<file path="src/hdl/htrb_pkg.sv">
// Package for the handheld timer register block: command codes, special
// register addresses and the decoded item type. No dependencies.
`default_nettype none
package htrb_pkg;

   typedef enum logic [2:0] {
      CMD_WRITE = 3'd0,
      CMD_READ  = 3'd1,
      CMD_SEC   = 3'd2,
      CMD_FAST  = 3'd3,
      CMD_CYCLE = 3'd4
   } cmd_type;

   localparam logic [7:0] ADDR_SEC_CTL  = 8'h08;
   localparam logic [7:0] ADDR_SEC_B0   = 8'h09;
   localparam logic [7:0] ADDR_SEC_B1   = 8'h0A;
   localparam logic [7:0] ADDR_SEC_B2   = 8'h0B;
   localparam logic [7:0] ADDR_GROUP    = 8'h19;
   localparam logic [7:0] ADDR_FAST_CTL = 8'h40;
   localparam logic [7:0] ADDR_FAST_CNT = 8'h41;
   localparam logic [7:0] ADDR_KEYS     = 8'h52;

   typedef logic [7:0] addr3_type [3];
   localparam addr3_type PRESCALE_REG = '{8'h18, 8'h1A, 8'h1C};
   localparam addr3_type CONTROL_REG  = '{8'h30, 8'h38, 8'h48};
   localparam addr3_type PRESET_LO    = '{8'h32, 8'h3A, 8'h4A};
   localparam addr3_type COUNTER_LO   = '{8'h36, 8'h3E, 8'h4E};

   // Item as classified by the front end.
   typedef struct packed {
      logic       is_write;
      logic       is_read;
      logic       is_sec;
      logic       is_fast;
      logic       is_cycle;
      logic [7:0] address;
      logic [7:0] write_data;
      logic [7:0] keys;
   } item_type;

   function automatic logic [11:0] period_last(input logic [2:0] sel);
      logic [11:0] p;
      case (sel)
         3'd0: p = 12'd1;
         3'd1: p = 12'd7;
         3'd2: p = 12'd31;
         3'd3: p = 12'd63;
         3'd4: p = 12'd127;
         3'd5: p = 12'd255;
         3'd6: p = 12'd1023;
         default: p = 12'd4095;
      endcase
      return p;
   endfunction

endpackage
`default_nettype wire

</file>
<file path="src/hdl/htrb_front.sv">
// Front end: accepts request beats and classifies them into decoded items.
// Depends on htrb_pkg.
`default_nettype none
module htrb_front import htrb_pkg::*; (
   input  wire logic       clock,
   input  wire logic       reset,
   input  wire logic       req_valid,
   output logic            req_ready,
   input  wire logic [2:0] req_command,
   input  wire logic [7:0] req_address,
   input  wire logic [7:0] req_write_data,
   input  wire logic [7:0] req_keys,
   output logic            item_valid,
   output item_type        item,
   input  wire logic       item_ready
);
   logic     valid_ff, valid_in;
   item_type item_ff, item_in;

   assign req_ready = !valid_ff || item_ready;

   always_comb begin
      valid_in = valid_ff;
      item_in  = item_ff;
      if (req_ready) begin
         valid_in = req_valid;
         item_in.is_write   = req_command == CMD_WRITE;
         item_in.is_read    = req_command == CMD_READ;
         item_in.is_sec     = req_command == CMD_SEC;
         item_in.is_fast    = req_command == CMD_FAST;
         item_in.is_cycle   = req_command == CMD_CYCLE;
         item_in.address    = req_address;
         item_in.write_data = req_write_data;
         item_in.keys       = req_keys;
      end
   end

   always_ff @(posedge clock) begin
      if (reset) valid_ff <= 1'b0;
      else valid_ff <= valid_in;
      item_ff <= item_in;
   end

   assign item_valid = valid_ff;
   assign item       = item_ff;
endmodule
`default_nettype wire

</file>
<file path="src/hdl/htrb_back.sv">
// Back end: register file memory, timer registers, seconds and fast counters and
// three down-counters. Depends on htrb_pkg.
`default_nettype none
module htrb_back import htrb_pkg::*; #(
   parameter int REGISTER_COUNT = 256
) (
   input  wire logic       clock,
   input  wire logic       reset,
   input  wire logic       item_valid,
   input  wire item_type   item,
   output logic            item_ready,
   output logic            rsp_valid,
   input  wire logic       rsp_ready,
   output logic [7:0]      rsp_read_data
);
   logic [7:0]  mem [REGISTER_COUNT];
   logic [7:0]  mem_rd_ff;
   logic        mem_we;
   logic [7:0]  mem_wa;
   logic [7:0]  mem_wd;
   logic        clr_busy_ff, clr_busy_in;
   logic [7:0]  clr_addr_ff, clr_addr_in;
   logic [23:0] sec_ff, sec_in;
   logic        sec_run_ff, sec_run_in;
   logic [7:0]  fast_ff, fast_in;
   logic        fast_run_ff, fast_run_in;
   logic        group_ff, group_in;
   logic [15:0] cnt_ff [3];
   logic [15:0] cnt_in [3];
   logic [11:0] pre_ff [3];
   logic [11:0] pre_in [3];
   logic [7:0]  prs_ff [3];
   logic [7:0]  prs_in [3];
   logic [7:0]  ctl_ff [3];
   logic [7:0]  ctl_in [3];
   logic [7:0]  plo_ff [3];
   logic [7:0]  plo_in [3];
   logic [7:0]  phi_ff [3];
   logic [7:0]  phi_in [3];
   logic [7:0]  clo_ff [3];
   logic [7:0]  clo_in [3];
   logic [7:0]  chi_ff [3];
   logic [7:0]  chi_in [3];
   logic        out_valid_ff, out_valid_in;
   logic        out_mem_ff, out_mem_in;
   logic [7:0]  out_data_ff, out_data_in;
   logic        go;

   // Nothing is taken while the register file is being cleared after reset.
   assign item_ready = !clr_busy_ff && (!out_valid_ff || rsp_ready);
   assign go = item_valid && item_ready;

   always_comb begin
      logic [7:0]  d;
      logic [7:0]  a;
      logic [15:0] c;
      sec_in       = sec_ff;
      sec_run_in   = sec_run_ff;
      fast_in      = fast_ff;
      fast_run_in  = fast_run_ff;
      group_in     = group_ff;
      cnt_in       = cnt_ff;
      pre_in       = pre_ff;
      prs_in       = prs_ff;
      ctl_in       = ctl_ff;
      plo_in       = plo_ff;
      phi_in       = phi_ff;
      clo_in       = clo_ff;
      chi_in       = chi_ff;
      clr_busy_in  = clr_busy_ff;
      clr_addr_in  = clr_addr_ff;
      mem_we       = 1'b0;
      mem_wa       = clr_addr_ff;
      mem_wd       = 8'h00;
      out_valid_in = out_valid_ff && !rsp_ready;
      out_mem_in   = out_mem_ff;
      out_data_in  = out_data_ff;
      a = item.address;
      d = item.write_data;
      c = '0;
      if (clr_busy_ff) begin
         mem_we      = 1'b1;
         clr_addr_in = clr_addr_ff + 8'd1;
         if (clr_addr_ff == 8'hFF) clr_busy_in = 1'b0;
      end
      if (go) begin
         out_valid_in = 1'b1;
         out_mem_in   = 1'b0;
         out_data_in  = 8'h00;
         if (item.is_read) begin
            case (a)
               ADDR_SEC_B0:   out_data_in = sec_ff[7:0];
               ADDR_SEC_B1:   out_data_in = sec_ff[15:8];
               ADDR_SEC_B2:   out_data_in = sec_ff[23:16];
               ADDR_FAST_CNT: out_data_in = fast_ff;
               ADDR_KEYS:     out_data_in = item.keys;
               default:       out_mem_in  = 1'b1;
            endcase
            // Counter registers are also written by the timers, so they live in flops.
            for (int t = 0; t < 3; t++) begin
               if (a == COUNTER_LO[t]) begin
                  out_mem_in  = 1'b0;
                  out_data_in = clo_ff[t];
               end
               if (a == COUNTER_LO[t] + 8'd1) begin
                  out_mem_in  = 1'b0;
                  out_data_in = chi_ff[t];
               end
            end
         end
         if (item.is_sec && sec_run_ff) sec_in = sec_ff + 24'd1;
         if (item.is_fast && fast_run_ff) fast_in = fast_ff + 8'd1;
         if (item.is_write && !(a inside {ADDR_SEC_B0, ADDR_SEC_B1, ADDR_SEC_B2,
                                          ADDR_FAST_CNT, ADDR_KEYS})) begin
            case (a)
               ADDR_SEC_CTL: begin
                  sec_run_in = d[0];
                  if (d[1]) sec_in = '0;
                  d[1] = 1'b0;
               end
               ADDR_FAST_CTL: begin
                  fast_run_in = d[0];
                  if (d[1]) fast_in = '0;
                  d[1] = 1'b0;
               end
               ADDR_GROUP: group_in = d[5];
               8'h82: d = d & 8'hF8;
               8'h84, 8'h89: d = d & 8'h1F;
               8'h87: d = d & 8'hC0;
               default: ;
            endcase
            for (int t = 0; t < 3; t++) begin
               if (a == PRESCALE_REG[t]) begin
                  if (d[2:0] != prs_ff[t][2:0]) pre_in[t] = '0;
                  prs_in[t] = d;
               end
               if (a == CONTROL_REG[t]) begin
                  if (d[2]) begin
                     cnt_in[t] = {phi_ff[t], plo_ff[t]};
                     clo_in[t] = plo_ff[t];
                     chi_in[t] = phi_ff[t];
                  end
                  d[2] = 1'b0;
                  ctl_in[t] = d;
               end
               if (a == PRESET_LO[t]) plo_in[t] = d;
               if (a == PRESET_LO[t] + 8'd1) phi_in[t] = d;
               if (a == COUNTER_LO[t]) clo_in[t] = d;
               if (a == COUNTER_LO[t] + 8'd1) chi_in[t] = d;
            end
            mem_we = 1'b1;
            mem_wa = a;
            mem_wd = d;
         end
         if (item.is_cycle && group_ff) begin
            for (int t = 0; t < 3; t++) begin
               if (prs_ff[t][3]) begin
                  if (pre_ff[t] >= period_last(prs_ff[t][2:0])) begin
                     pre_in[t] = '0;
                     c = cnt_ff[t] - 16'd1;
                     if (c == 16'hFFFF) c = {phi_ff[t], plo_ff[t]};
                     cnt_in[t] = c;
                     chi_in[t] = c[15:8];
                     if (ctl_ff[t][7]) clo_in[t] = c[7:0];
                  end else begin
                     pre_in[t] = pre_ff[t] + 12'd1;
                  end
               end
            end
         end
      end
   end

   always_ff @(posedge clock) begin
      if (mem_we) mem[mem_wa] <= mem_wd;
      if (go && item.is_read) mem_rd_ff <= mem[item.address];
   end

   always_ff @(posedge clock) begin
      if (reset) begin
         clr_busy_ff <= 1'b1; clr_addr_ff <= '0;
         sec_ff <= '0; sec_run_ff <= 1'b0; fast_ff <= '0; fast_run_ff <= 1'b0;
         group_ff <= 1'b0; cnt_ff <= '{default: '0}; pre_ff <= '{default: '0};
         prs_ff <= '{default: '0}; ctl_ff <= '{default: '0};
         plo_ff <= '{default: '0}; phi_ff <= '{default: '0};
         clo_ff <= '{default: '0}; chi_ff <= '{default: '0};
         out_valid_ff <= 1'b0; out_mem_ff <= 1'b0;
      end else begin
         clr_busy_ff <= clr_busy_in; clr_addr_ff <= clr_addr_in;
         sec_ff <= sec_in; sec_run_ff <= sec_run_in; fast_ff <= fast_in;
         fast_run_ff <= fast_run_in; group_ff <= group_in;
         cnt_ff <= cnt_in; pre_ff <= pre_in;
         prs_ff <= prs_in; ctl_ff <= ctl_in;
         plo_ff <= plo_in; phi_ff <= phi_in;
         clo_ff <= clo_in; chi_ff <= chi_in;
         out_valid_ff <= out_valid_in; out_mem_ff <= out_mem_in;
      end
      out_data_ff <= out_data_in;
   end

   assign rsp_valid     = out_valid_ff;
   assign rsp_read_data = out_mem_ff ? mem_rd_ff : out_data_ff;
endmodule
`default_nettype wire

</file>
<file path="src/hdl/handheld_timer_register_block.sv">
// Timer and register file of a small handheld.
// A request beat passes the front register, then the output register, before it
// leaves as a response beat. Throughput: one item per cycle while responses are
// taken and no clear pass runs. Synchronous reset clears the counters and both
// pipeline stages; a pass over all 256 addresses after reset then zeroes the
// register file, and only one request beat is taken until that pass is over.
`default_nettype none
module handheld_timer_register_block import htrb_pkg::*; #(
   parameter int REGISTER_COUNT = 256
) (
   input  wire logic       clock,
   input  wire logic       reset,
   input  wire logic       req_valid,
   output logic            req_ready,
   input  wire logic [2:0] req_command,
   input  wire logic [7:0] req_address,
   input  wire logic [7:0] req_write_data,
   input  wire logic [7:0] req_keys,
   output logic            rsp_valid,
   input  wire logic       rsp_ready,
   output logic [7:0]      rsp_read_data
);
   logic     item_valid, item_ready;
   item_type item;

   htrb_front u_front (
      .clock, .reset, .req_valid, .req_ready, .req_command, .req_address,
      .req_write_data, .req_keys, .item_valid, .item, .item_ready
   );

   htrb_back #(.REGISTER_COUNT(REGISTER_COUNT)) u_back (
      .clock, .reset, .item_valid, .item, .item_ready,
      .rsp_valid, .rsp_ready, .rsp_read_data
   );

   // A response that is not taken must hold its data.
   a_rsp_hold: assert property (@(posedge clock) disable iff (reset)
      rsp_valid && !rsp_ready |=> rsp_valid && $stable(rsp_read_data))
      else $error("response changed while stalled");

   // Non-read items always answer with zero.
   a_zero: assert property (@(posedge clock) disable iff (reset)
      item_valid && item_ready && !item.is_read |=> rsp_read_data == 8'h00)
      else $error("non-read item gave non-zero data");

   // The front end never drops an item when the back end stalls.
   a_front_hold: assert property (@(posedge clock) disable iff (reset)
      item_valid && !item_ready |=> item_valid)
      else $error("queued item lost");
endmodule
`default_nettype wire

</file>
<file path="config.mk">
export PLATFORM = sky130hd
export DESIGN_NAME = handheld_timer_register_block
export DESIGN_NICKNAME = d
export VERILOG_FILES = /design/src/hdl/htrb_pkg.sv /design/src/hdl/htrb_front.sv /design/src/hdl/htrb_back.sv /design/src/hdl/handheld_timer_register_block.sv
export SDC_FILE = /design/constraint.sdc
export NUM_CORES = 2
export LEC_CHECK = 0
export BUFFER_PORTS_ARGS = -buffer_cell sky130_fd_sc_hd__buf_2
export CELL_PAD_IN_SITES_DETAIL_PLACEMENT = 0
export CELL_PAD_IN_SITES_GLOBAL_PLACEMENT = 1
export CORE_UTILIZATION = 30
export CTS_CLUSTER_DIAMETER = 100
export CTS_CLUSTER_SIZE = 30
export DETAILED_ROUTE_END_ITERATION = 7
export GPL_TIMING_DRIVEN = 0
export PLACE_DENSITY_LB_ADDON = 0.1
export SETUP_SLACK_MARGIN = 0.5
export SLEW_MARGIN = 15
export SYNTH_ARGS = -nofsm -noshare
export SYNTH_HDL_FRONTEND = slang
export SYNTH_SLANG_ARGS = --single-unit
export TNS_END_PERCENT = 5
</file>
<file path="constraint.sdc">
create_clock -name clock -period 10.1 [get_ports clock]
set_clock_uncertainty 0.2 [all_clocks]
set_input_delay 2.02 -clock clock [delete_from_list [all_inputs] [get_ports clock]]
set_output_delay 2.02 -clock clock [all_outputs]
set_load 0.01 [all_outputs]
</file>
# Yosys cells after proc, flatten, opt, wreduce, memory -nomap -nowiden
# Memory sizes are Yosys's and may differ from the RTL's. A register that Yosys moved wholly into a read port is not among the register bits.
# Index checks and enable logic that the tools add are counted.
# word_totals
regBits,297
ram_bits,2048
input_bits,31
out_inout_bits,10
wordCells,286
memories,1
# op_classes
addsub,9
magnitude_cmp,3
n_eq_ne,59
n_mux,132
n_reduce_logical,39
# memory_table
memory,words,word_bits,rd,rd_clocked_by_memory_dff,wr,line,text
u_back.mem,256,8,1,1,1,htrb_back.sv:16,logic [7:0] mem [REGISTER_COUNT];
# ops
cell,count
8-bit 2-to-1 mux,48
12-bit 2-to-1 mux,21
12-bit one-hot mux with 7 select lines,3
16-bit 2-to-1 mux,15
24-bit 2-to-1 mux,8
48-bit 2-to-1 mux,2
"8-bit by 6-bit equality test with 1-bit output, second input constant",10
36-bit 2-to-1 mux,2
"8-bit by 7-bit equality test with 1-bit output, second input constant",8
"16-bit equality test, second input constant",3
"16-bit by 1-bit subtractor with 16-bit output, second input constant",3
3-bit AND reduction,15
"8-bit equality test, second input constant",5
8-bit one-hot mux with 5 select lines,1
"12-bit by 1-bit adder with 12-bit output, second input constant",3
12-bit >= comparator,3
"8-bit by 4-bit equality test with 1-bit output, second input constant",4
"8-bit by 5-bit equality test with 1-bit output, second input constant",4
"3-bit equality test, second input constant",10
1-bit 2-to-1 mux,29
"24-bit by 1-bit adder with 24-bit output, second input constant",1
"3-bit by 2-bit equality test with 1-bit output, second input constant",8
6-bit one-hot mux with 3 select lines,1
"8-bit by 1-bit adder with 8-bit output, second input constant",2
11 further kinds,33

# Depth between registers and ports, before layout
# depth
ltp_word,20
ltp_mapped,14
mapped_depth_nobuf,10

# Cells and area by module
# A second synthesis with hierarchy kept.
# unflattened
hier_cells,5447
area_unflattened_um2,95651.7
# by_module_without_submodules
mod,n_inst,cells_each,area_each_um2
htrb_back,1,5409,94700.8
htrb_front,1,38,950.9

# Least setup slack after synthesis
# Ideal clock, no wire load.
# synth_timing
path_kind,input-to-reg
startpoint,input port rsp_ready
endpoint,memory u_back.mem[0][0] (data pin)
arrival_ns,8.799
required_time_ns,8.507
path_slack_ns,-0.292
path_stages,8
path_buffers,2
cell_sequence,nor2b_1 nor2_1 nand2_1 inv_1 nand2_1 buf_2 buf_1 nor2_1
# synth_between
elab_chain_len,4
# synth_rtl
element,line,text
start: declaration,handheld_timer_register_block.sv:20,"input wire logic rsp_ready,"
1-bit logical OR,htrb_back.sv:50,assign item_ready = !clr_busy_ff && (!out_valid_ff || rsp_ready);
1-bit logical AND,htrb_back.sv:50,
1-bit logical AND,htrb_back.sv:51,assign go = item_valid && item_ready;
8-bit 2-to-1 mux,htrb_back.sv:86,if (go) begin
named net u_back.mem_wd[0],htrb_back.sv:20,logic [7:0] mem_wd;
end: declaration,htrb_back.sv:16,
# The timed path passes the listed nets, and every way through them passes these cells.

==> metrics.md <==
| Metric | Value |
|---|---|
| Outcome | `completed` |
| PortBufs | `40` |
| Crit path required time | `10.56 ns` |
| Pleak | `34.9 nW` |
| H-tree Lvls | `3` |
| DR vias | `54.0k` |
| # nets final | `approximately 5.7k` |
| First-pass GRT wire length | `between 400 and 500 mm` |
| Total track usage | `0.215` |
| Yosys warnings | `0` |
| Share of cells above drive strength 1 | `0.209` |
| Worst Path Class, Setup | `flop to flop` |
| Post-synth EDFFs | `2093` |
| Reg clk slew, reported paths | `0.12 ns` |
| Synth cell types | `82` |
| Max cap viols | `0` |
| Arrival time of the worst setup path | `7.25 ns` |
| Worst-margin pin slew | `1.31 ns` |
| Num CTS Buffers | `between 100 and 150` |
| Post-Syn Area per Cell | `17.6 um2` |
| Synthesized net count | `between 5k and 6k` |
| Final setup vio count | `0` |
| Peak VDD IR | `150 uV` |
| Cell Area, Synth | `95200 um2` |
| FF-to-FF setup slack | `3.31 ns` |
| Later-pin clock latency in the skew report | `around 0.95 ns` |
| IO Pins | `41` |
| CTS tree | `yes` |
| Max FO, Critical Path | `11` |
| RD Place Congestion | `0.837` |
| Post-Syn Instances | `5397` |
| Setup crit end | `u_back.mem_rd_ff[1]$_DFFE_PP_` |
| Site Rows | `206` |
| Final wirelength | `347 mm` |
| Synth area leaders | `edfxtp_1 (66%), mux4_2 (15%), dfxtp_1 (5.1%), nor2_1 (2.2%), o21ai_0 (0.94%)` |
| Power per cell area | `approximately 160 nW/um2` |
| Worst r2r path cells | `9` |
| Relative slew slack | `0.121` |
| Worst Setup SP | `u_front.item[17]$_DFFE_PP_` |
| Placed cells | `9699` |
| CP startpoint kind | `flop` |
| WL/cell | `~35 um` |
| Fin. max-slew vios | `0` |
| Hold_buf cts | `0` |
| #FFs+latches synth | `2335` |
| Synth area leader | `edfxtp_1` |
| Clock tree buffer depth | `4` |
| Vias in the first global route | `53.5k` |
| Gates resized, CTS repair | `0` |
| Fin util | `0.340` |
| Final Hold Fails | `0` |
| Main synth FF type | `edfxtp_1` |
| Die height | `565 um` |
| DP Wirelength | `251 mm` |
| Drt first pass iters | `8` |
| Reg2reg end | `u_back.mem_rd_ff[1]$_DFFE_PP_` |
| Fin crit period | `6.79 ns` |
| Vias per Instance | `5.45` |
| Fmax | `about 150 MHz` |
| Post-synthesis sequential area ratio | `0.711` |
| DRT antenna net count | `0` |
| DRC | `0` |
| Die W | `565 um` |
| Critical Path Sink Type | `flop` |
| Core area | `315000 um2` |
| Unrepaired setup endpoints after global routing | `false` |
| Synthesis-to-layout area growth | `12.5%` |
| Initial antenna violation count | `20` |
| R2R Path Start | `u_front.item[17]$_DFFE_PP_` |
| Period utilization | `0.672` |
| HP Class | `flop to flop` |
| Commonest cells post-synth | `edfxtp_1 (2093), mux4_2 (634), nor2_1 (556)` |
| Initial core utilization | `0.302` |
| Postcts setup bufs | `0` |
| Non-Filler Instances | `9917` |
| Async SR Flop Fraction | `0` |
| Largest net degree at the start of global routing | `44` |
| Iter 0 DRT Violations | `6169` |
| Synth top area share | `0.661` |
| Grt ovf | `0` |
| Die Area | `319000 um2` |
| Most common cell in the netlist | `edfxtp_1` |
| CTS sink count | `2335` |
| Root Buffer | `clkbuf_16` |
[power by group]
part / internal, mW / total, mW / switching (mW) / leakage (nW)
Clock: 2.42 / 6.01 / 3.59 / 1.94
Sequential: 10.4 / 10.4 / 0.0181 / 23.1
Combinational: 0.386 / 1.18 / 0.798 / 9.92
[metrics by stage]
stage	instance area (um2)	TNS [ns]	hold WS [ns]	setup slack (ns)	power, mW
4_1_cts	107000	0	0.281	3.30	17.7
3_3_place_gp	101000	-	0.262	-11.11	11.8
6_report	107000	0	0.280	3.31	17.6
3_5_place_dp	103000	0	0.264	2.53	11.8
5_1_grt	107000	0	0.314	3.20	18.0
2_1_floorplan	95200	-590.57	0.231	-0.292	11.2
[cells in the final DEF, fill, tap and decap left out, types with 15 or more instances in the layout]
cell and count:
ha_1 39, a21o_1 19, nand2b_1 24, nand3_1 75, edfxtp_1 2093, inv_1 37, nor3_1 55, clkbuf_2 67
xnor2_1 43, and2_1 16, nand4_1 28, a21oi_1 176, mux2i_1 31, buf_16 23, a221oi_1 26, mux4_2 634
buf_12 65, and3_1 32, o21a_1 15, o31ai_1 16, a211oi_1 19, clkbuf_16 119, buf_2 120, a31oi_1 55
clkbuf_1 180, nor2b_1 15, o211ai_1 29, o22ai_1 41, dfxtp_1 242, xor2_1 44, a22oi_1 68, nor4_1 19
nor2_1 536, nand2_1 218, o21ai_0 178
[cell type report]
class,instances,area [um2]
tap,4160,5200
antenna,8,20.0
fill,30000,208000
clock inverter,84,1050
clock buffer,125,3000
multi-input combinational,2689,26200
buffer,335,1450
inverter,38,143
timing repair buffer,143,2270
sequential,2335,67700
[state kept, by name, summed over array words and instances, names as in the netlist, 12 cells and up]
| register | flops |
|---|---|
| u_back.mem | 2048 |
| u_back.clo_ff | 24 |
| u_back.cnt_ff | 48 |
| u_back.prs_ff | 12 |
| u_back.plo_ff | 24 |
| u_back.chi_ff | 24 |
| u_front.item | 29 |
| u_back.pre_ff | 36 |
| u_back.sec_ff | 24 |
| u_back.phi_ff | 24 |
[critical path, cell delays in order, from the launching register on]
cell and delay [ns]:
edfxtp_1 0.58, clkbuf_1 0.85, buf_1 0.94, clkbuf_2 0.67
clkbuf_1 0.86, mux4_2 0.42, mux4_2 0.62, a221oi_1 0.63
o22ai_1 0.37, a211o_1 0.38
[logic make-up (layout without fill, tap and decap cells)]
group / Yosys count / in the layout / synth area share
flip-flops: 2335 / 2335 / 0.711
AND/OR/NAND/NOR: 1119 / 1119 / 0.0529
multiplexers: 679 / 679 / 0.155
XOR/XNOR: 87 / 87 / 0.00801
adder cells (fa/ha/maj): 39 / 39 / 0.00513
AO/OA/AOI/OAI: 765 / 765 / 0.0521
other: 0 / 8 / 0
buffers and inverters: 373 / 725 / 0.0154
[metal layers]
layer / track usage / share of wire
met5: 0 / 0
met4: 0.0429 / 0.022
met3: 0.0335 / 0.057
met2: 0.340 / 0.46
met1: 0.314 / 0.46
[worst min path at each step]
stage	startpoint	end	slack, ns	cells after the start
floorplan	u_back.chi_ff[20]$_SDFFE_PP0P_	u_back.chi_ff[20]$_SDFFE_PP0P_	0.23	1
detailed placement	u_back.pre_ff[23]$_SDFFE_PP0P_	u_back.pre_ff[23]$_SDFFE_PP0P_	0.26	1
finish	u_back.pre_ff[23]$_SDFFE_PP0P_	u_back.pre_ff[23]$_SDFFE_PP0P_	0.28	1
CTS	u_back.pre_ff[23]$_SDFFE_PP0P_	u_back.pre_ff[23]$_SDFFE_PP0P_	0.28	1
global route	u_back.chi_ff[23]$_SDFFE_PP0P_	u_back.chi_ff[23]$_SDFFE_PP0P_	0.31	1
global placement	u_back.pre_ff[11]$_SDFFE_PP0P_	u_back.pre_ff[11]$_SDFFE_PP0P_	0.26	1
(Power assumes the default switching activity.)
